## config.mk

```make
export PLATFORM = sky130hd
export DESIGN_NAME = header_line_extractor
export DESIGN_NICKNAME = d
export VERILOG_FILES = /design/src/hdl/hle_pkg.sv /design/src/hdl/hle_ram.sv /design/src/hdl/hle_dp.sv /design/src/hdl/hle_ctrl.sv /design/src/hdl/header_line_extractor.sv
export VERILOG_INCLUDE_DIRS = /design/src /design/src/hdl
export SDC_FILE = /design/constraint.sdc
export NUM_CORES = 1
export LEC_CHECK = 0
export CAP_MARGIN = 25
export CORE_ASPECT_RATIO = 1.25
export CORE_MARGIN = 2
export CORE_UTILIZATION = 35
export CTS_BUF_LIST = sky130_fd_sc_hd__clkbuf_16
export DETAILED_ROUTE_END_ITERATION = 8
export DONT_BUFFER_PORTS = 1
export PLACE_DENSITY = 0.6
export SETUP_SLACK_MARGIN = 0.5
export SYNTH_ARGS = -nofsm -noshare
export SYNTH_HDL_FRONTEND = slang
export SYNTH_SLANG_ARGS = --single-unit
```

## constraint.sdc

```tcl
create_clock -name clk -period 3.2 [get_ports clk]
set_clock_uncertainty 0.05 [all_clocks]
set_input_delay 0.96 -clock clk [delete_from_list [all_inputs] [get_ports clk]]
set_output_delay 0.96 -clock clk [all_outputs]
set_load 0.05 [all_outputs]
```

## src/hdl/assert_macros.svh

```systemverilog
// ---------------------------------------------------------------------------
// assert_macros.svh
// clocked assertion macros shared by the header line extractor modules
// ---------------------------------------------------------------------------
`ifndef ASSERT_MACROS_SVH
`define ASSERT_MACROS_SVH

`ifndef SYNTH

// property must hold at every edge out of reset
`define ASSERT_CLK(lbl, clk, rst_n, prop, msg) \
    lbl: assert property (@(posedge clk) disable iff (!rst_n) (prop)) else $error(msg);

// condition must never be seen at an edge out of reset
`define ASSERT_NEVER(lbl, clk, rst_n, cond, msg) \
    lbl: assert property (@(posedge clk) disable iff (!rst_n) !(cond)) else $error(msg);

`else

`define ASSERT_CLK(lbl, clk, rst_n, prop, msg)
`define ASSERT_NEVER(lbl, clk, rst_n, cond, msg)

`endif

`endif

```

## src/hdl/hle_pkg.sv

```systemverilog
// ---------------------------------------------------------------------------
// hle_pkg
// constants and controller/datapath interface types for the line extractor
// ---------------------------------------------------------------------------
package hle_pkg;

    localparam int MAX_LEN = 64;
    localparam int AW      = $clog2(MAX_LEN);
    localparam int CW      = $clog2(MAX_LEN + 1);

    localparam logic [7:0] CH_O  = 8'h4F;
    localparam logic [7:0] CH_L  = 8'h4C;
    localparam logic [7:0] CH_D  = 8'h44;
    localparam logic [7:0] CH_SP = 8'h20;
    localparam logic [7:0] CH_NL = 8'h0A;

    typedef struct packed {
        logic clr_count;
        logic store;
        logic start_rd;
        logic next_rd;
    } hle_cmd_t;

    typedef struct packed {
        logic is_o;
        logic is_l;
        logic is_d;
        logic is_sp;
        logic is_nl;
        logic full;
        logic last_beat;
    } hle_sts_t;

endpackage

```

## src/hdl/hle_ram.sv

```systemverilog
// ---------------------------------------------------------------------------
// hle_ram
// generic single write port ram with a registered read port
// ---------------------------------------------------------------------------
module hle_ram #(
    parameter int WIDTH = 8,
    parameter int DEPTH = 64
) (
    input  logic                     clk,
    input  logic                     wr_en,
    input  logic [$clog2(DEPTH)-1:0] wr_addr,
    input  logic [WIDTH-1:0]         wr_data,
    input  logic                     rd_en,
    input  logic [$clog2(DEPTH)-1:0] rd_addr,
    output logic [WIDTH-1:0]         rd_data
);

    logic [WIDTH-1:0] mem_reg [DEPTH];

    always_ff @(posedge clk)
    begin
        if (wr_en)
        begin
            mem_reg[wr_addr] <= wr_data;
        end
        if (rd_en)
        begin
            rd_data <= mem_reg[rd_addr];
        end
    end

endmodule

```

## src/hdl/hle_dp.sv

```systemverilog
// ---------------------------------------------------------------------------
// hle_dp
// datapath: byte compare, line buffer, fill count and replay pointer
// ---------------------------------------------------------------------------
`include "assert_macros.svh"

module hle_dp (
    input  logic                clk,
    input  logic                rst_n,
    input  logic [7:0]          rx_byte,
    input  hle_pkg::hle_cmd_t   cmd,
    output hle_pkg::hle_sts_t   sts,
    output logic [7:0]          line_byte,
    output logic                line_end
);

    logic [hle_pkg::CW-1:0] count_reg;
    logic [hle_pkg::CW-1:0] count_next;
    logic [hle_pkg::AW-1:0] idx_reg;
    logic [hle_pkg::AW-1:0] idx_next;
    logic [hle_pkg::AW-1:0] last_reg;
    logic [hle_pkg::AW-1:0] last_next;
    logic                   end_reg;
    logic                   end_next;
    logic                   rd_en;
    logic [hle_pkg::AW-1:0] rd_addr;
    logic [hle_pkg::AW-1:0] idx_inc;

    assign idx_inc = idx_reg + hle_pkg::AW'(1);
    assign rd_en   = cmd.start_rd | cmd.next_rd;
    assign rd_addr = cmd.start_rd ? '0 : idx_inc;

    always_comb
    begin
        count_next = count_reg;
        last_next  = last_reg;
        idx_next   = idx_reg;
        end_next   = end_reg;
        if (cmd.clr_count)
        begin
            count_next = '0;
        end
        else if (cmd.store)
        begin
            count_next = count_reg + hle_pkg::CW'(1);
            last_next  = count_reg[hle_pkg::AW-1:0];
        end
        if (rd_en)
        begin
            idx_next = rd_addr;
            end_next = (rd_addr == last_reg);
        end
    end

    always_ff @(posedge clk or negedge rst_n)
    begin
        if (!rst_n)
        begin
            count_reg <= '0;
            idx_reg   <= '0;
            last_reg  <= '0;
            end_reg   <= 1'b0;
        end
        else
        begin
            count_reg <= count_next;
            idx_reg   <= idx_next;
            last_reg  <= last_next;
            end_reg   <= end_next;
        end
    end

    hle_ram #(
        .WIDTH (8),
        .DEPTH (hle_pkg::MAX_LEN)
    ) u_line_ram (
        .clk     (clk),
        .wr_en   (cmd.store),
        .wr_addr (count_reg[hle_pkg::AW-1:0]),
        .wr_data (rx_byte),
        .rd_en   (rd_en),
        .rd_addr (rd_addr),
        .rd_data (line_byte)
    );

    assign sts.is_o      = (rx_byte == hle_pkg::CH_O);
    assign sts.is_l      = (rx_byte == hle_pkg::CH_L);
    assign sts.is_d      = (rx_byte == hle_pkg::CH_D);
    assign sts.is_sp     = (rx_byte == hle_pkg::CH_SP);
    assign sts.is_nl     = (rx_byte == hle_pkg::CH_NL);
    assign sts.full      = (count_reg == hle_pkg::CW'(hle_pkg::MAX_LEN));
    assign sts.last_beat = end_reg;

    assign line_end = end_reg;

    `ASSERT_CLK(a_count_bound, clk, rst_n, count_reg <= hle_pkg::CW'(hle_pkg::MAX_LEN), "line count past buffer size")
    `ASSERT_NEVER(a_store_when_full, clk, rst_n, cmd.store && sts.full, "store into a full line buffer")

endmodule

```

## src/hdl/hle_ctrl.sv

```systemverilog
// ---------------------------------------------------------------------------
// hle_ctrl
// controller: header matcher, payload collection and line replay sequencing
// ---------------------------------------------------------------------------
`include "assert_macros.svh"

module hle_ctrl (
    input  logic              clk,
    input  logic              rst_n,
    input  logic              rx_valid,
    output logic              rx_ready,
    output logic              line_valid,
    input  logic              line_ready,
    input  hle_pkg::hle_sts_t sts,
    output hle_pkg::hle_cmd_t cmd
);

    localparam logic [2:0] ST_IDLE = 3'd0;
    localparam logic [2:0] ST_O    = 3'd1;
    localparam logic [2:0] ST_OL   = 3'd2;
    localparam logic [2:0] ST_OLD  = 3'd3;
    localparam logic [2:0] ST_BODY = 3'd4;
    localparam logic [2:0] ST_READ = 3'd5;
    localparam logic [2:0] ST_SEND = 3'd6;

    logic [2:0] state_reg;
    logic [2:0] state_next;
    logic       rx_beat;

    assign rx_ready   = (state_reg != ST_READ) && (state_reg != ST_SEND);
    assign line_valid = (state_reg == ST_SEND);
    assign rx_beat    = rx_valid && rx_ready;

    always_comb
    begin
        state_next = state_reg;
        cmd        = '0;
        unique case (state_reg)
            ST_IDLE:
            begin
                if (rx_beat)
                begin
                    state_next = sts.is_o ? ST_O : ST_IDLE;
                end
            end
            ST_O:
            begin
                if (rx_beat)
                begin
                    state_next = sts.is_l ? ST_OL : ST_IDLE;
                end
            end
            ST_OL:
            begin
                if (rx_beat)
                begin
                    state_next = sts.is_d ? ST_OLD : ST_IDLE;
                end
            end
            ST_OLD:
            begin
                if (rx_beat)
                begin
                    if (sts.is_sp)
                    begin
                        cmd.clr_count = 1'b1;
                        state_next    = ST_BODY;
                    end
                    else
                    begin
                        state_next = ST_IDLE;
                    end
                end
            end
            ST_BODY:
            begin
                if (rx_beat)
                begin
                    if (sts.full)
                    begin
                        state_next = ST_IDLE;
                    end
                    else
                    begin
                        cmd.store = 1'b1;
                        if (sts.is_nl)
                        begin
                            state_next = ST_READ;
                        end
                    end
                end
            end
            ST_READ:
            begin
                // first buffer read, in the cycle after the newline write
                cmd.start_rd = 1'b1;
                state_next   = ST_SEND;
            end
            ST_SEND:
            begin
                if (line_ready)
                begin
                    if (sts.last_beat)
                    begin
                        state_next = ST_IDLE;
                    end
                    else
                    begin
                        cmd.next_rd = 1'b1;
                    end
                end
            end
            default:
            begin
                state_next = ST_IDLE;
            end
        endcase
    end

    always_ff @(posedge clk or negedge rst_n)
    begin
        if (!rst_n)
        begin
            state_reg <= ST_IDLE;
        end
        else
        begin
            state_reg <= state_next;
        end
    end

    `ASSERT_NEVER(a_no_dual_beat, clk, rst_n, rx_ready && line_valid, "input and output open together")
    `ASSERT_CLK(a_nl_starts_replay, clk, rst_n, (state_reg == ST_BODY && rx_beat && sts.is_nl && !sts.full) |=> (state_reg == ST_READ), "newline did not start replay")
    `ASSERT_CLK(a_last_ends_replay, clk, rst_n, (line_valid && line_ready && sts.last_beat) |=> (state_reg == ST_IDLE), "replay ran past the newline")

endmodule

```

## src/hdl/header_line_extractor.sv

```systemverilog
// ---------------------------------------------------------------------------
// header_line_extractor
// header and payload bytes are taken one per cycle while rx_valid is high; input is held off
// in replay; a newline leads to a buffer read state, then the line replays from the buffer at
// one beat per cycle while line_ready is high; reset idles the matcher, buffer data undefined
// ---------------------------------------------------------------------------
module header_line_extractor (
    input  logic       clk,
    input  logic       rst_n,
    input  logic       rx_valid,
    output logic       rx_ready,
    input  logic [7:0] rx_byte,
    output logic       line_valid,
    input  logic       line_ready,
    output logic [7:0] line_byte,
    output logic       line_end
);

    hle_pkg::hle_cmd_t cmd;
    hle_pkg::hle_sts_t sts;

    hle_ctrl u_ctrl (
        .clk        (clk),
        .rst_n      (rst_n),
        .rx_valid   (rx_valid),
        .rx_ready   (rx_ready),
        .line_valid (line_valid),
        .line_ready (line_ready),
        .sts        (sts),
        .cmd        (cmd)
    );

    hle_dp u_dp (
        .clk       (clk),
        .rst_n     (rst_n),
        .rx_byte   (rx_byte),
        .cmd       (cmd),
        .sts       (sts),
        .line_byte (line_byte),
        .line_end  (line_end)
    );

endmodule

```

==> run summary, run 1 <==
====================================================================================================
Count of port buffers added during placement                                                       0
Power Dens Cells                                                                        832.9 nW/µm²
Critical Path Source Type                                                                       flop
Sequential-to-total area share from yosys stat                                                0.7221
Die boundary width                                                                          230.4 µm
Wire length reported by the detailed router                                                 72.96 mm
Area of the die                                                                            66110 µm²
Run status                                                                              finished clean
Count of unresolved DRC violations after routing                                                   0
Pin count of the biggest net entering global routing                                              69
Primary FF master, synth                                                                sky130_fd_sc_hd__edfxtp_1
Post-Synthesis Mean Instance Area                                                          14.88 µm²
Synth area leaders                                                                      sky130_fd_sc_hd__edfxtp_1, sky130_fd_sc_hd__mux2i_1, sky130_fd_sc_hd__dfrtp_1, sky130_fd_sc_hd__nand2_1, sky130_fd_sc_hd__nor2_1
Final Hold Viols                                                                                   0
Count of routing violations after the opening detailed-route iteration                          1880
Cells after DPL                                                                                 2418
Static power due to leakage                                                                 8.869 nW
Number of max-capacitance violations reported                                                      0
Vias in the first global route                                                                 14780
Number of antenna violations at the first check in global routing                                  0
Detailed placer's ending HPWL                                                               42.78 mm
Grt ovf                                                                                            0
First-pass DRT Iterations                                                                          6
Proportion of synthesized flip-flops having asynchronous set or reset                        0.04236
Instance count of the mapped netlist                                                            1507
Fin cells                                                                                       2553
Wire per inst                                                                               28.58 µm
Core Box Area                                                                              63280 µm²
Layout cells sized above 1                                                                    0.2547
Tightest Pin Transition                                                                    0.7054 ns
Multiplexer fraction of the synthesized cell area                                            0.04850
Setup repair after global routing missed its margin                                              yes
Compound-Gate Fraction of Synth Area                                                          0.1169
Post-Syn Nets                                                                                   1522
Worst path arrival time                                                                      3.07 ns
Floorplan row count                                                                              103
Maximum count of clock buffers along a single path                                                 3
Clock tree from TritonCTS                                                                      built
Fin Setup TNS                                                                                   0 ns
EDFF count, synth                                                                                520
Global Route Usage Sum                                                                        0.2188
Warning count from the yosys run                                                                   0
Endpoint required time on the critical path                                                  3.46 ns
Pre-CTS setup slack                                                                      -0.04929 ns
Area share of the largest cell type after synthesis                                           0.6965
Top Ports                                                                                         23
Syn Std Cell Area                                                                          22420 µm²
Worst hold slack after final layout                                                       0.03034 ns
Number of library cell types mapped by synthesis                                                  80
Number of vias per cell                                                                        5.863
Placer Congestion                                                                             0.8723
Final WS setup                                                                             0.3940 ns
DIE HEIGHT                                                                                  287.0 µm
Clock latency on the worst-skew pair                                                         0.58 ns
Largest register FFs                                                                             512
Final setup vio count                                                                              0
Most frequently used cell type in the post-synthesis netlist                            sky130_fd_sc_hd__edfxtp_1
Root Driver                                                                             sky130_fd_sc_hd__clkbuf_16
Critical path class                                                                     flop to flop
Final max-slew violation count                                                                     0
Clock-pin slew reported for the worst setup and hold paths after clock tree synthesis        0.07 ns
Achievable frequency                                                                       356.4 MHz
Number of fill cells                                                                            5501
Number of sinks handled by clock tree synthesis                                                  543
Starting density of the core                                                                  0.3543
Type of destination of the critical path                                                        flop
Dominant combinational cell family by area after synthesis                              compound AO/OA/AOI/OAI gates
Share of the synthesized netlist area taken by xor and xnor gates                           0.006641
Slew margin rel.                                                                              0.5266
Inserted Clock Buffers                                                                            51
Reg-to-reg slack, setup                                                                      0.39 ns
Overall via count from detail_route                                                            14970
Most instantiated cells after synthesis                                                 sky130_fd_sc_hd__edfxtp_1, sky130_fd_sc_hd__nand2_1, sky130_fd_sc_hd__nor2_1, sky130_fd_sc_hd__mux2i_1, sky130_fd_sc_hd__o21ai_0
First-pass GRT wire length                                                                  105.1 mm
Ratio of final minimum period to clock period                                                 0.8769
Path type of the worst min-delay path                                                   input port to async pin
Number of nets in the layout                                                                    1690
Max Fanout on Critical Path                                                                        7
Minimum clock period                                                                        2.806 ns
Worst VDD drop                                                                              439.3 µV
Cell type with the largest total area after synthesis                                   sky130_fd_sc_hd__edfxtp_1
CTS HTree Levels                                                                                   2
Post-Synth Simple-Gate Area                                                                  0.07869
Area share of fa/ha/maj cells after synthesis                                               0.001674
Final antenna-violating net count                                                                  0
Flop and latch count out of synthesis                                                            543
Synth-to-Final Area Change                                                                    22.64%
====================================================================================================
path summary, 6_finish.rpt:
kind / startpoint / cells past startpoint / end
worst min-delay path: rst_n / 0 / u_ctrl.state_reg[1]
max in group asynchronous: rst_n / 0 / u_dp.idx_reg[0]
min in group clk: rx_byte[2] / 0 / u_dp.u_line_ram.mem_reg[54][2]
worst min register to register: u_dp.last_reg[3] / 2 / u_dp.last_reg[3]
worst max register to register: u_dp.idx_reg[0] / 9 / u_dp.u_line_ram.rd_data[2]
worst max-delay path: u_dp.idx_reg[0] / 9 / u_dp.u_line_ram.rd_data[2]
routing by layer:
layer	vias to the layer above	track usage	wire length [µm]
met5	-	0	0
met4	0	0.1100	4127
met3	187	0.04097	6308
met2	772	0.3637	34960
met1	7673	0.2741	27560
li1	6336	-	-
area by class of cell:
class	count	area, µm²	area share
diodes	1	2.502	0.00009101
clock buffers	51	1276	0.04642
clock inverters	39	346.6	0.01261
inverters	14	53.80	0.001957
multi-input cells	844	6279	0.2284
flip-flops and latches	543	16200	0.5891
well taps	840	1051	0.03823
repair buffers	221	2288	0.08323
placed cells by master (no fill, tap or decap), types with 11 or more instances in the layout:
cell / count
sky130_fd_sc_hd__dfrtp_1: 19
sky130_fd_sc_hd__mux2_2: 31
sky130_fd_sc_hd__nor3_1: 21
sky130_fd_sc_hd__buf_12: 17
sky130_fd_sc_hd__a21oi_1: 32
sky130_fd_sc_hd__a31oi_1: 25
sky130_fd_sc_hd__mux2i_1: 61
sky130_fd_sc_hd__nand3b_1: 11
sky130_fd_sc_hd__o21ai_0: 49
sky130_fd_sc_hd__clkinv_1: 11
sky130_fd_sc_hd__a211oi_1: 23
sky130_fd_sc_hd__o211ai_1: 22
sky130_fd_sc_hd__buf_6: 11
sky130_fd_sc_hd__a221oi_1: 21
sky130_fd_sc_hd__edfxtp_1: 520
sky130_fd_sc_hd__nand2b_1: 20
sky130_fd_sc_hd__clkbuf_16: 51
sky130_fd_sc_hd__o221ai_1: 11
sky130_fd_sc_hd__inv_1: 16
sky130_fd_sc_hd__nor2b_1: 17
sky130_fd_sc_hd__and3_1: 15
sky130_fd_sc_hd__buf_4: 175
sky130_fd_sc_hd__clkinv_2: 13
sky130_fd_sc_hd__o22ai_1: 28
sky130_fd_sc_hd__nor2_1: 90
sky130_fd_sc_hd__nand3_1: 31
sky130_fd_sc_hd__nand2_1: 94
metrics by stage:
step	cell area, µm²	total power (W)	util
floorplan	22430	0.01223	-
global placement	24510	0.01483	0.3874
detailed placement	24520	0.01487	0.3875
CTS	27300	0.02259	0.4314
global route	27490	0.02354	0.4345
finish	27500	0.02290	0.4345
power by group:
group          internal (W)  switching, W  leakage (nW)  total, W
Sequential          0.00803      0.000368          4.97   0.00840
Combinational       0.00352       0.00496          3.08   0.00848
Clock               0.00338       0.00264         0.820   0.00602
worst max-delay path: stages, from the launching register on:
cell and delay, ns:
sky130_fd_sc_hd__dfrtp_4 0.49, sky130_fd_sc_hd__ha_4 0.34, sky130_fd_sc_hd__buf_12 0.16, sky130_fd_sc_hd__and2_4 0.20, sky130_fd_sc_hd__nand2_1 0.10, sky130_fd_sc_hd__buf_6 0.17
sky130_fd_sc_hd__o211ai_1 0.32, sky130_fd_sc_hd__a31oi_1 0.16, sky130_fd_sc_hd__a311oi_2 0.43, sky130_fd_sc_hd__o22ai_1 0.14
what timing repair did:
action | CTS | global route
pin swaps | 35 | 7
cloned | 14 | 0
hold buffers | 0 | 0
setup endpoints to repair | 9 | 92
gates resized for setup | 133 | 27
buffers inserted | 22 | 8
cell families (layout without fill, tap and decap cells):
logic type / Yosys count / count (layout)
AO/OA/AOI/OAI: 362 / 362
XOR/XNOR: 14 / 14
adder cells (fa/ha/maj): 3 / 3
buffers and inverters: 122 / 325
flip-flops: 543 / 543
multiplexers: 101 / 101
other: 0 / 1
AND/OR/NAND/NOR: 362 / 364
(Power assumes the default switching activity.)
==> run 2, diff against run 1 <==
ABC_AREA = 1   (was unset)
CTS_BUF_LIST = sky130_fd_sc_hd__clkbuf_2 sky130_fd_sc_hd__clkbuf_4 sky130_fd_sc_hd__clkbuf_8   (was sky130_fd_sc_hd__clkbuf_16)
==> run summary, run 2 <==
====================================================================================================
Number of vias per cell                                                                        5.032
Cell type with the largest total area after synthesis                                   sky130_fd_sc_hd__edfxtp_1
Final max-slew violation count                                                                     0
Wire per inst                                                                               19.69 µm
CTS HTree Levels                                                                                   3
Clock tree from TritonCTS                                                                      built
Final WS setup                                                                             0.5077 ns
Core Box Area                                                                              69190 µm²
Critical path class                                                                     flop to primary output
Starting density of the core                                                                  0.3518
Overall via count from detail_route                                                            16470
Run status                                                                              finished clean
Inserted Clock Buffers                                                                            80
Final setup vio count                                                                              0
Area of the die                                                                            71680 µm²
Number of antenna violations at the first check in global routing                                  1
Static power due to leakage                                                                 10.44 nW
Grt ovf                                                                                            0
Number of nets in the layout                                                                    2293
Commonest cells after routing, fill and taps aside                                      sky130_fd_sc_hd__edfxtp_1, sky130_fd_sc_hd__nand3_1, sky130_fd_sc_hd__nor2_1
Die boundary width                                                                          239.9 µm
Max Fanout on Critical Path                                                                        5
Number of cell instances on the worst register-to-register path                                   13
Synth-to-Final Area Change                                                                    13.63%
Most instantiated cells after synthesis                                                 sky130_fd_sc_hd__edfxtp_1, sky130_fd_sc_hd__nand3_1, sky130_fd_sc_hd__nor2_1, sky130_fd_sc_hd__nand2_1, sky130_fd_sc_hd__inv_1
Clock network fraction of design power                                                         0.389
Synth area leaders                                                                      sky130_fd_sc_hd__edfxtp_1, sky130_fd_sc_hd__nand3_1, sky130_fd_sc_hd__nor2_1, sky130_fd_sc_hd__nand3b_1, sky130_fd_sc_hd__nand2_1
Detailed placer's ending HPWL                                                               36.71 mm
Worst VDD drop                                                                              231.1 µV
Beginning of the worst register-to-register path                                        u_ctrl.state_reg[0]
Warning count from the yosys run                                                                   0
Tightest Pin Transition                                                                    0.8030 ns
Achievable frequency                                                                       371.4 MHz
Switching Share                                                                               0.2304
Syn Std Cell Area                                                                          24340 µm²
Placer Congestion                                                                             0.8308
DIE HEIGHT                                                                                  298.8 µm
Number of library cell types mapped by synthesis                                                  41
Count of routing violations after the opening detailed-route iteration                          1505
Cells after DPL                                                                                 3101
Top Ports                                                                                         23
Slew margin rel.                                                                              0.4627
Pre-CTS setup slack                                                                        0.2568 ns
Final antenna-violating net count                                                                  0
Number of sinks handled by clock tree synthesis                                                  543
Path type of the worst min-delay path                                                   input port to async pin
First-pass DRT Iterations                                                                          6
Most frequent standard cell in the layout excluding fill and tap cells                  sky130_fd_sc_hd__edfxtp_1
Largest register FFs                                                                             512
Count of port buffers added during placement                                                       0
Internal power                                                                             0.01105 W
Global Route Usage Sum                                                                        0.1777
Post-Synthesis Mean Instance Area                                                          10.98 µm²
Wire length reported by the detailed router                                                 64.48 mm
Layout cells sized above 1                                                                    0.1386
Post-Syn Nets                                                                                   2231
Combinational share of power                                                                   0.068
Sequential-to-total area share from yosys stat                                                0.6652
Vias in the first global route                                                                 16160
Count of unresolved DRC violations after routing                                                   0
Clock-pin slew reported for the worst setup and hold paths after clock tree synthesis        0.06 ns
Maximum count of clock buffers along a single path                                                 3
Most frequently used cell type in the post-synthesis netlist                            sky130_fd_sc_hd__edfxtp_1
Setup repair after global routing missed its margin                                              yes
EDFF count, synth                                                                                520
Critical Path Source Type                                                                       flop
Worst reg2reg endpoint                                                                  u_dp.u_line_ram.rd_data[3]
Flop and latch count out of synthesis                                                            543
Fin Setup TNS                                                                                   0 ns
First-pass GRT wire length                                                                  96.54 mm
Proportion of synthesized flip-flops having asynchronous set or reset                        0.04236
Floorplan row count                                                                              108
Worst path arrival time                                                                      1.68 ns
Net switching component of the power                                                      0.003306 W
Final Hold Viols                                                                                   0
Root Driver                                                                             sky130_fd_sc_hd__clkbuf_8
Fin cells                                                                                       3274
Instance count of the mapped netlist                                                            2216
Primary FF master, synth                                                                sky130_fd_sc_hd__edfxtp_1
Sequential cell fraction of total power                                                        0.543
Minimum clock period                                                                        2.692 ns
Number of max-capacitance violations reported                                                      0
Type of destination of the critical path                                                primary output
Pin count of the biggest net entering global routing                                             114
Ratio of final minimum period to clock period                                                 0.8414
Area share of the largest cell type after synthesis                                           0.6415
Power Dens Cells                                                                        518.9 nW/µm²
Clock latency on the worst-skew pair                                                         0.64 ns
Reg-to-reg slack, setup                                                                      0.56 ns
Endpoint required time on the critical path                                                  2.19 ns
====================================================================================================
[run 2: worst max-delay path by stage]
stage,startpoint,to,slack [ns]
final,u_ctrl.state_reg[1],rx_ready,0.51
after global routing,u_ctrl.state_reg[0],u_dp.u_line_ram.rd_data[5],0.44
after CTS,u_ctrl.state_reg[1],rx_ready,0.41
after detailed placement,rx_valid,u_dp.u_line_ram.mem_reg[16][7],0.26
after global placement,rx_valid,u_dp.u_line_ram.mem_reg[16][1],0.28
after floorplan,u_dp.count_reg[0],u_dp.u_line_ram.mem_reg[24][0],0.51
[run 2: what timing repair did]
action	4_1_cts	5_1_grt
buffers inserted	21	5
hold buffers	1	0
resized for setup	11	21
gates cloned	0	3
pin swaps	13	4
endpoints found under the hold margin	23	0
setup endpoints to repair	233	385
[run 2: final cells by class]
| cell class | count | area, µm² |
|---|---|---|
| inverter | 230 | 899.6 |
| timing repair buffer | 118 | 1154 |
| fill | 6640 | 41530 |
| tap | 935 | 1170 |
| clock buffer | 107 | 1335 |
| sequential | 543 | 16190 |
| multi-input combinational | 1305 | 6670 |
| antenna | 1 | 2.502 |
| clock inverter | 35 | 234.0 |
[run 2: metrics by stage]
stage	power, W	util	hold WS, ns	cell area [µm²]
finish	0.01435	0.3998	0.07294	27660
global route	0.01485	0.3998	0.05565	27660
CTS	0.01445	0.3970	0.04743	27460
detailed placement	0.008888	0.3708	0.4544	25650
global placement	0.008883	0.3708	0.4213	25650
floorplan	0.008607	-	0.4030	24470
[run 2: critical path: stages, from the launching register on]
cell,delay (ns)
sky130_fd_sc_hd__dfrtp_1,0.39
sky130_fd_sc_hd__inv_2,0.10
sky130_fd_sc_hd__nor2_4,0.12
sky130_fd_sc_hd__nand2_4,0.09
sky130_fd_sc_hd__nand2_4,0.09
sky130_fd_sc_hd__clkinvlp_4,0.25
[run 2: kinds of logic (layout without fill, tap and decap cells)]
family	Yosys count	after routing	share of synthesized area
buf+inv	370	490	0.06955
fa+ha+maj	3	3	0.001542
compound gates	73	73	0.01563
simple gates	1226	1228	0.2477
other cells	0	1	0
flops	543	543	0.6652
xor+xnor	1	1	0.0003599
[run 2: power by group through the flow]
stage	clock network [W]	registers [W]	logic [W]
2_1_floorplan	0	0.00794	0.000662
3_3_place_gp	0	0.00794	0.000941
3_5_place_dp	0	0.00794	0.000945
4_1_cts	0.00569	0.00779	0.000965
5_1_grt	0.00598	0.00779	0.00108
6_report	0.00558	0.00779	0.000982
[run 2: layer usage]
layer  track usage  vias up  wire (µm)
met3       0.02863      142       3841
met4       0.08385        0       2735
met2        0.3050      542      32200
li1              -     7743          -
met1        0.2183     8047      25700
met5             0        -          0
